$ cat config.mk
export PLATFORM = sky130hd
export DESIGN_NAME = sorted_priority_queue
export DESIGN_NICKNAME = d
export VERILOG_FILES = /design/src/rtl/spq_pkg.sv /design/src/rtl/spq_cell.sv /design/src/rtl/sorted_priority_queue.sv
export SDC_FILE = /design/constraint.sdc
export NUM_CORES = 2
export LEC_CHECK = 0
export ABC_AREA = 1
export BUFFER_PORTS_ARGS = -buffer_cell sky130_fd_sc_hd__buf_2
export CAP_MARGIN = 15
export CORE_UTILIZATION = 41
export CTS_CLUSTER_DIAMETER = 80
export DETAILED_ROUTE_END_ITERATION = 6
export GPL_TIMING_DRIVEN = 0
export PLACE_DENSITY = 0.63
export SYNTH_ARGS = -nofsm -noshare
export SYNTH_HDL_FRONTEND = slang
export SYNTH_SLANG_ARGS = --single-unit
$ cat constraint.sdc
create_clock -name aclk -period 8.2 [get_ports aclk]
set_clock_uncertainty 0.05 [all_clocks]
set_input_delay 0.41 -clock aclk [delete_from_list [all_inputs] [get_ports aclk]]
set_output_delay 0.41 -clock aclk [all_outputs]
set_load 0.01 [all_outputs]
$ cat src/rtl/spq_pkg.sv
`timescale 1ns / 1ps
`default_nettype none

package spq_pkg;

    localparam int KEY_W       = 31;
    localparam int PORT_TAG_W  = 32;
    localparam int OCC_W       = 5;
    localparam int DEF_DEPTH   = 16;
    localparam int DEF_TAG_BITS = 32;

    typedef enum logic [1:0] {
        CMD_PUSH  = 2'd0,
        CMD_POP   = 2'd1,
        CMD_STOP  = 2'd2,
        CMD_FLUSH = 2'd3
    } cmd_t;

    typedef enum logic [1:0] {
        ST_OK      = 2'd0,
        ST_EMPTY   = 2'd1,
        ST_FULL    = 2'd2,
        ST_STOPPED = 2'd3
    } status_t;

    // Broadcast to every cell of the chain in the cycle a beat is taken.
    typedef struct packed {
        logic push;
        logic pop;
        logic flush;
    } spq_ctrl_t;

endpackage

`default_nettype wire

$ cat src/rtl/spq_cell.sv
`timescale 1ns / 1ps
`default_nettype none

module spq_cell
    import spq_pkg::*;
#(
    parameter int TAG_BITS = DEF_TAG_BITS
) (
    input  wire logic                aclk,
    input  wire logic                aresetn,
    input  wire spq_ctrl_t           ctrl,
    input  wire logic [KEY_W-1:0]    new_key,
    input  wire logic [TAG_BITS-1:0] new_tag,
    input  wire logic                left_ins,
    input  wire logic                left_valid,
    input  wire logic [KEY_W-1:0]    left_key,
    input  wire logic [TAG_BITS-1:0] left_tag,
    input  wire logic                right_valid,
    input  wire logic [KEY_W-1:0]    right_key,
    input  wire logic [TAG_BITS-1:0] right_tag,
    output logic                     ins,
    output logic                     valid,
    output logic [KEY_W-1:0]         key,
    output logic [TAG_BITS-1:0]      tag
);

    logic                valid_reg;
    logic [KEY_W-1:0]    key_reg;
    logic [TAG_BITS-1:0] tag_reg;

    // The new entry belongs at or before this cell unless this cell holds an
    // entry whose key is less than or equal to it; equal keys stay in front.
    assign ins   = !(valid_reg && (key_reg <= new_key));
    assign valid = valid_reg;
    assign key   = key_reg;
    assign tag   = tag_reg;

    always_ff @(posedge aclk) begin
        if (!aresetn) begin
            valid_reg <= 1'b0;
        end else if (ctrl.flush) begin
            valid_reg <= 1'b0;
        end else if (ctrl.pop) begin
            valid_reg <= right_valid;
        end else if (ctrl.push && ins) begin
            valid_reg <= left_ins ? left_valid : 1'b1;
        end
    end

    always_ff @(posedge aclk) begin
        if (ctrl.pop) begin
            key_reg <= right_key;
            tag_reg <= right_tag;
        end else if (ctrl.push && ins) begin
            if (left_ins) begin
                key_reg <= left_key;
                tag_reg <= left_tag;
            end else begin
                key_reg <= new_key;
                tag_reg <= new_tag;
            end
        end
    end

endmodule

`default_nettype wire

$ cat src/rtl/sorted_priority_queue.sv
`timescale 1ns / 1ps
`default_nettype none

// Channel   Direction  Ports                                              Beat
// s_        in         s_command, s_item_key, s_item_tag                  one command
// m_        out        m_status, m_out_key, m_out_tag, m_occupancy        one result
//
// All cells of the chain compare their key with the pushed key at once; a push
// or pop shifts cells by one place, so a beat may enter every cycle while the
// output is not stalled; each result is in the output register from the next cycle.
// Synchronous active-low reset empties the queue and clears the stopped flag.
// A stalled result holds the output register; s_ready then follows m_ready.
module sorted_priority_queue
    import spq_pkg::*;
#(
    parameter int DEPTH    = DEF_DEPTH,
    parameter int TAG_BITS = DEF_TAG_BITS
) (
    input  wire logic                  aclk,
    input  wire logic                  aresetn,
    input  wire logic                  s_valid,
    output logic                       s_ready,
    input  wire logic [1:0]            s_command,
    input  wire logic [KEY_W-1:0]      s_item_key,
    input  wire logic [PORT_TAG_W-1:0] s_item_tag,
    output logic                       m_valid,
    input  wire logic                  m_ready,
    output logic [1:0]                 m_status,
    output logic [KEY_W-1:0]           m_out_key,
    output logic [PORT_TAG_W-1:0]      m_out_tag,
    output logic [OCC_W-1:0]           m_occupancy
);

    localparam int CW = $clog2(DEPTH + 1);

    // Cell outputs, one element per cell, each read at its own fixed place.
    logic [DEPTH-1:0]    cell_ins;
    logic [DEPTH-1:0]    cell_valid;
    logic [KEY_W-1:0]    cell_key [DEPTH];
    logic [TAG_BITS-1:0] cell_tag [DEPTH];

    logic                m_valid_reg, m_valid_next;
    status_t             m_status_reg, m_status_next;
    logic [KEY_W-1:0]    m_key_reg, m_key_next;
    logic [PORT_TAG_W-1:0] m_tag_reg, m_tag_next;
    logic [CW-1:0]       cnt_reg, cnt_next;
    logic                stopped_reg, stopped_next;

    logic                s_fire;
    cmd_t                cmd;
    spq_ctrl_t           ctrl;
    logic                full, empty;
    logic [63:0]         tag_in_wide;
    logic [TAG_BITS-1:0] tag_in;
    logic [63:0]         head_tag_wide;
    logic [31:0]         cnt_wide;

    assign s_ready = !m_valid_reg || m_ready;
    assign s_fire  = s_valid && s_ready;
    assign cmd     = cmd_t'(s_command);

    // The valid cells always form a run from the head, so the last cell tells
    // whether the queue is full and the first whether it is empty.
    assign full  = cell_valid[DEPTH-1];
    assign empty = !cell_valid[0];

    assign tag_in_wide   = 64'(s_item_tag);
    assign tag_in        = tag_in_wide[TAG_BITS-1:0];
    assign head_tag_wide = 64'(cell_tag[0]);

    // A rejected push or pop leaves the chain untouched, so no control strobe
    // is raised for it.
    always_comb begin
        ctrl.push  = s_fire && (cmd == CMD_PUSH) && !full;
        ctrl.pop   = s_fire && (cmd == CMD_POP) && !stopped_reg && !empty;
        ctrl.flush = s_fire && (cmd == CMD_FLUSH);
    end

    genvar gi;
    generate
        for (gi = 0; gi < DEPTH; gi++) begin : g_cell
            logic                l_ins, l_valid, r_valid;
            logic [KEY_W-1:0]    l_key, r_key;
            logic [TAG_BITS-1:0] l_tag, r_tag;

            if (gi == 0) begin : g_head
                // Nothing lies ahead of the head: it takes the new entry itself.
                assign l_ins   = 1'b0;
                assign l_valid = 1'b0;
                assign l_key   = '0;
                assign l_tag   = '0;
            end else begin : g_body
                assign l_ins   = cell_ins[gi-1];
                assign l_valid = cell_valid[gi-1];
                assign l_key   = cell_key[gi-1];
                assign l_tag   = cell_tag[gi-1];
            end

            if (gi == DEPTH - 1) begin : g_tail
                // The tail empties on a pop.
                assign r_valid = 1'b0;
                assign r_key   = '0;
                assign r_tag   = '0;
            end else begin : g_inner
                assign r_valid = cell_valid[gi+1];
                assign r_key   = cell_key[gi+1];
                assign r_tag   = cell_tag[gi+1];
            end

            spq_cell #(
                .TAG_BITS(TAG_BITS)
            ) u_cell (
                .aclk       (aclk),
                .aresetn    (aresetn),
                .ctrl       (ctrl),
                .new_key    (s_item_key),
                .new_tag    (tag_in),
                .left_ins   (l_ins),
                .left_valid (l_valid),
                .left_key   (l_key),
                .left_tag   (l_tag),
                .right_valid(r_valid),
                .right_key  (r_key),
                .right_tag  (r_tag),
                .ins        (cell_ins[gi]),
                .valid      (cell_valid[gi]),
                .key        (cell_key[gi]),
                .tag        (cell_tag[gi])
            );
        end
    endgenerate

    // Result register, occupancy count and stopped flag.
    always_comb begin
        m_valid_next  = m_valid_reg;
        m_status_next = m_status_reg;
        m_key_next    = m_key_reg;
        m_tag_next    = m_tag_reg;
        cnt_next      = cnt_reg;
        stopped_next  = stopped_reg;

        if (m_valid_reg && m_ready) begin
            m_valid_next = 1'b0;
        end

        if (s_fire) begin
            m_valid_next  = 1'b1;
            m_status_next = ST_OK;
            m_key_next    = '0;
            m_tag_next    = '0;
            case (cmd)
                CMD_PUSH: begin
                    if (full) begin
                        m_status_next = ST_FULL;
                    end else begin
                        cnt_next = cnt_reg + CW'(1);
                    end
                end
                CMD_POP: begin
                    if (stopped_reg) begin
                        m_status_next = ST_STOPPED;
                    end else if (empty) begin
                        m_status_next = ST_EMPTY;
                    end else begin
                        m_key_next = cell_key[0];
                        m_tag_next = head_tag_wide[PORT_TAG_W-1:0];
                        cnt_next   = cnt_reg - CW'(1);
                    end
                end
                CMD_STOP: begin
                    stopped_next = 1'b1;
                end
                CMD_FLUSH: begin
                    cnt_next = '0;
                end
                default: begin
                    m_status_next = ST_OK;
                end
            endcase
        end
    end

    always_ff @(posedge aclk) begin
        if (!aresetn) begin
            m_valid_reg <= 1'b0;
            cnt_reg     <= '0;
            stopped_reg <= 1'b0;
        end else begin
            m_valid_reg <= m_valid_next;
            cnt_reg     <= cnt_next;
            stopped_reg <= stopped_next;
        end
    end

    // The occupancy field carries the count after the beat's command.
    logic [CW-1:0] m_occ_reg;

    always_ff @(posedge aclk) begin
        m_status_reg <= m_status_next;
        m_key_reg    <= m_key_next;
        m_tag_reg    <= m_tag_next;
        if (s_fire) begin
            m_occ_reg <= cnt_next;
        end
    end

    assign cnt_wide    = 32'(m_occ_reg);
    assign m_valid     = m_valid_reg;
    assign m_status    = m_status_reg;
    assign m_out_key   = m_key_reg;
    assign m_out_tag   = m_tag_reg;
    assign m_occupancy = cnt_wide[OCC_W-1:0];

    // The count register always agrees with the cells that hold an entry.
    a_count_matches: assert property (@(posedge aclk) disable iff (!aresetn)
        int'(cnt_reg) == $countones(cell_valid))
        else $error("occupancy count disagrees with the cell valid bits");

    // Held entries form one unbroken run from the head.
    a_valid_run: assert property (@(posedge aclk) disable iff (!aresetn)
        (cell_valid & (cell_valid + 1'b1)) == '0)
        else $error("valid cells do not form a run from the head");

    // A successful pop shortens the queue by exactly one.
    a_pop_shrinks: assert property (@(posedge aclk) disable iff (!aresetn)
        ctrl.pop |=> (cnt_reg == $past(cnt_reg) - CW'(1)))
        else $error("pop did not remove exactly one entry");

    // A pop reported empty leaves the queue empty.
    a_empty_result: assert property (@(posedge aclk) disable iff (!aresetn)
        (m_valid_reg && (m_status_reg == ST_EMPTY)) |-> (m_occ_reg == '0))
        else $error("empty status with entries held");

    // A refused push never changes the occupancy count.
    a_full_holds: assert property (@(posedge aclk) disable iff (!aresetn)
        (s_fire && (cmd == CMD_PUSH) && full) |=> (cnt_reg == $past(cnt_reg)))
        else $error("push to a full queue changed the occupancy");

endmodule

`default_nettype wire

# ---- Yosys cells after proc, flatten, opt, wreduce, memory -nomap -nowiden
# Cells that the tools add are included.
dict set report word_totals {
  regBits 1101
  inputBits 69
  elab_cells 306
}
dict set report classes {
  addsub 2
  n_lt_le_gt_ge 16
  eq_ne 3
  mux 146
  n_bitwise 3
  n_reduce_logical 81
}
# operator n
set op_table {}
lappend op_table {{two-way mux 32 bit} 45}
lappend op_table {{two-way mux 31 bit} 45}
lappend op_table {{less-or-equal comparator 31 bit} 16}
lappend op_table {{two-way mux 1 bit} 48}
lappend op_table {{logical AND 1 bit} 40}
lappend op_table {{nonzero test 2 bit} 16}
lappend op_table {{two-way mux 5 bit} 4}
lappend op_table {{logical NOT 1 bit} 19}
lappend op_table {{case mux 5 bit (3 select lines)} 1}
lappend op_table {{OR reduction 3 bit} 2}
lappend op_table {{adder 5 x 1 -> 5 bit (second input constant)} 1}
lappend op_table {{subtractor 5 x 1 -> 5 bit (second input constant)} 1}
lappend op_table {{equality test 2 bit (second input constant)} 2}
lappend op_table {{two-way mux 2 bit} 2}
lappend op_table {{case mux 2 bit (2 select lines)} 1}
lappend op_table {{NOT 1 bit} 3}
lappend op_table {{equality test 2 x 1 -> 1 bit (second input constant)} 1}
lappend op_table {{logical NOT 2 bit} 1}
lappend op_table {{AND reduction 2 bit} 1}
lappend op_table {{OR reduction 2 bit} 1}
lappend op_table {{logical OR 1 bit} 1}

# ---- Longest topological paths before layout
dict set report logic_depth {
  ltp_word 8
  mapped_depth 19
}

# ---- Hierarchy
# Synthesis repeated with hierarchy kept, for this count alone.
dict set report hier_totals {
  cells_unflattened 7931
  hier_area_um2 70383.8
}
# mod n_inst cells_each area_each_um2 seq_area_each_um2
set by_module_without_submodules {}
lappend by_module_without_submodules {{spq_cell (g_cell[0].u_cell ...)} 12 476 4176.5 1911.8}
lappend by_module_without_submodules {{spq_cell (g_cell[6].u_cell ...)} 4 479 4126.5 1911.8}
lappend by_module_without_submodules {sorted_priority_queue 1 303 3759.9 2242.2}

# ---- Worst setup path after synthesis
# No wires, ideal clock.
dict set report synth_timing {
  path_type {input -> register}
  start {in s_item_key[30]}
  end {reg g_cell[0].u_cell.key_reg[0], enable pin}
  t_arrival_ps 3847
  setup_slack_ps 3880
  path_stages 14
  path_buffers 2
  cell_sequence {inv_1 > clkbuf_1 > ha_1 > nand2_1 > nor2_1 > nand3_1 > nor3_1 > nand2_1 > nand2_1 > nand2_2 > nand2_2 > buf_2 > nand2_1 > nand2_1}
}
dict set report synth_between {
  elab_chain_len 5
}
# element line
set synth_rtl {}
lappend synth_rtl {{start, declared} sorted_priority_queue.sv:24} ;# input wire logic [KEY_W-1:0] s_item_key,
lappend synth_rtl {{less-or-equal comparator 31 bit} spq_cell.sv:33} ;# assign ins = !(valid_reg && (key_reg <= new_key));
lappend synth_rtl {{logical AND 1 bit} spq_cell.sv:33}
lappend synth_rtl {{logical NOT 1 bit} spq_cell.sv:33}
lappend synth_rtl {{logical AND 1 bit} spq_cell.sv:54} ;# end else if (ctrl.push && ins) begin
lappend synth_rtl {{nonzero test 2 bit (no line)} n/a}
lappend synth_rtl {{end signal, assigned} spq_cell.sv:52} ;# key_reg <= right_key;
lappend synth_rtl {{end signal, assigned} spq_cell.sv:56} ;# key_reg <= left_key;
lappend synth_rtl {{end signal, assigned} spq_cell.sv:59} ;# key_reg <= new_key;
lappend synth_rtl {{end, declared} spq_cell.sv:28} ;# logic [KEY_W-1:0] key_reg;
# Every way passes these cells.
# A chain may end at the register's enable or synchronous reset.

# ---- Worst setup path after layout
dict set report layout_timing {
  start {in s_item_key[26]}
  end {reg g_cell[0].u_cell.key_reg[24], enable pin}
}
# The elaborated chain is that of the path after synthesis.

==> impl_metrics.yaml <==
synthesis:
  yosys.area.top_type: "edfxtp_1"
  synth_edf_count: 1015
  synth_area_leaders: "edfxtp_1 44%, nand2_1 15%, ha_1 8.5%"
  yosys_warnings: 0
  synth_cell_types: 32
  ys_ff_latch: 1101
  synth.avg_cell_area_sq_um: 7.827
  synth_nets: 9295
  synthArstFlopShare: 0
  ys.flop_type: "edfxtp_1"
  synth.cell_area_sq_um: 68550
  synth.top_cell.area_share: 0.4446
  yosysSeqAreaShare: 0.4697
  syn_inst: 8759
route:
  drtIter0Drc: 8004
  viasPerCell: 5.638
  wl_per_cell_microns: 23.88
  wirelength_mm: 273.1
  dr.pass1.iters: 6
  via_count: 64493
  drc: 0
  final_antenna_net_count: 0
placed_design:
  globalplace.congestion: 0.9832
  placed_area_sq_um: 72780
  io_buffers: 140
  hpwl_mm: 204.2
power:
  ir_drop_uv: 215.7
  finalPower_mw: 14.70
  power.density_nw_per_um2: 188.7
  power.static_leakage_nw: 36.56
timing:
  whs_ns: 0.08389
  maxSlewHeadroom: 0.1221
  layout_worst_path_cycle_share: 0.7330
  finalSetupViolCount: 0
  fmaxAchievable_mhz: 166.4
  grt_setup_unrepaired: "false"
  hold_viol: 0
  tightest_slew_ns: 1.310
  min_period_ns: 6.011
  slew_viol_final: 0
global_routing:
  grt_usage: 0.3160
  antenna_found_initial: 29
  gr-total-overflow: 0
  grt_pass1_vias: 61159
  grt_pass1_wl_mm: 392.8
  grt_max_degree: 43
clocking:
  post_cts_buffers: 0
  cts_resized: 0
  clk_pin_slew_ns: 0.06
  cts_sinks: 1101
  numCtsBuffers: 133
  clk_path_buf_depth: 3
  insertion_delay_ns: 0.80
  cts.htree.levels: 4
  cts-root-buf: "clkbuf_16"
  tritoncts: "done"
flow_run:
  cap_violations: 0
final_layout:
  fillers: 16252
  final_cell_area_sq_um: 77870
  final_common_cell: "nand2_1"
  area_growth_pct: 13.60
  drive_gt1_frac: 0.07548
  mostFrequentLayoutCells: "2784 x nand2_1, 1267 x inv_1, 1072 x nand3_1, 1015 x edfxtp_1, 714 x o21ai_1"
  fin_util: 0.4704
  nets: 9662
  largest_reg_flops: 512
run_status:
  status: "completed"
floorplanning:
  die_area_sq_um: 168800
  core_area_sq_um: 165500
  start_util: 0.4141
  num_io_pins: 141
  die_h_microns: 410.9
  rows: 149
  die_w_microns: 410.9
setup_path:
  crit_type: "input port to register"
  cp.arrival_ns: 6.43
  cp_max_fo: 34
  critPathRequiredTime_ns: 8.62
  start_kind: "input port"
  end_kind: "register"
worst_hold_path:
  hold_path.class: "input port to register"
## worst max-delay path, cell delays in order
cell and delay [ns]:
dlygate4sd3_1 0.53, buf_2 0.14, inv_1 0.27, clkbuf_2 0.64, ha_1 0.27, nand2_1 0.41
nor4_1 1.01, nand3_1 0.18, nand2_2 0.64, nand2_2 0.59, buf_2 0.36, nand2_1 0.12
nand2_4 0.35, buf_12 0.34
## per-layer routing
metal  up-vias  GRT usage  part of all wire
met5         -          0           0.00041
met4        18     0.1732             0.061
met3       667    0.06445              0.11
met2      3528     0.4812              0.43
met1     30808     0.4199              0.40
li1      29472          -                 -
## worst paths after layout
path	start	end	slack, ns	cells after the start
hold / removal	s_item_key[8]	g_cell[14].u_cell.key[8]$_DFFE_PP_	0.08	3
setup reg to reg	g_cell[13].u_cell.key[30]$_DFFE_PP_	g_cell[13].u_cell.key[20]$_DFFE_PP_	2.96	13
setup / recovery	s_item_key[26]	g_cell[0].u_cell.key[24]$_DFFE_PP_	2.19	14
hold reg to reg	g_cell[15].u_cell.tag[16]$_SDFFE_PP0P_	g_cell[15].u_cell.tag[16]$_SDFFE_PP0P_	0.41	2
## report_power, final
group	internal, mW	switching [mW]
logic	0.582	1.32
clock network	3.58	2.65
registers	6.45	0.120
total	10.6	4.09
## cell usage after synthesis, types with 30 or more instances
| library cell | count |
|---|---|
| nand2_1 | 2798 |
| inv_1 | 1269 |
| nand3_1 | 1072 |
| edfxtp_1 | 1015 |
| o21ai_1 | 714 |
| ha_1 | 467 |
| a21oi_1 | 289 |
| buf_2 | 268 |
| clkbuf_1 | 233 |
| nor2_1 | 213 |
| o21ai_0 | 195 |
| dfxtp_1 | 86 |
| nand4_1 | 30 |
## per-stage QoR
stage               setup slack [ns]  std cells  setup TNS, ns
finish                         2.189      11438              0
global route                   2.222      11424              0
CTS                            2.546      11422              0
detailed placement             2.298      11120              0
global placement             -0.3971      11088         -36.35
floorplan                      3.880       8759              0
## logic make-up after synthesis
group | Yosys count | synth area share
AND/OR/NAND/NOR | 4156 | 0.2499
buffers and inverters | 1799 | 0.1036
AO/OA/AOI/OAI | 1234 | 0.09135
flip-flops | 1101 | 0.4697
adder cells (fa/ha/maj) | 467 | 0.08523
XOR/XNOR | 2 | 0.0002556
## cell type report
type	count	area, sq um	share of cell area
antenna	15	37.54	0.0004820
buffer	515	2307	0.02963
clock buffer	186	3711	0.04765
clock inverter	57	745.7	0.009576
inverter	1284	4825	0.06195
multi-input combinational	5859	29360	0.3770
sequential	1101	32200	0.4135
tap	2189	2739	0.03517
timing repair buffer	232	1951	0.02505
## timing repair
action | 4_1_cts | 5_1_grt
hold buffers | 59 | 0
endpoints found under the hold margin | 62 | 0
endpoints found under the setup margin | 0 | 0
Note: power is estimated with default switching activity, not from simulation.
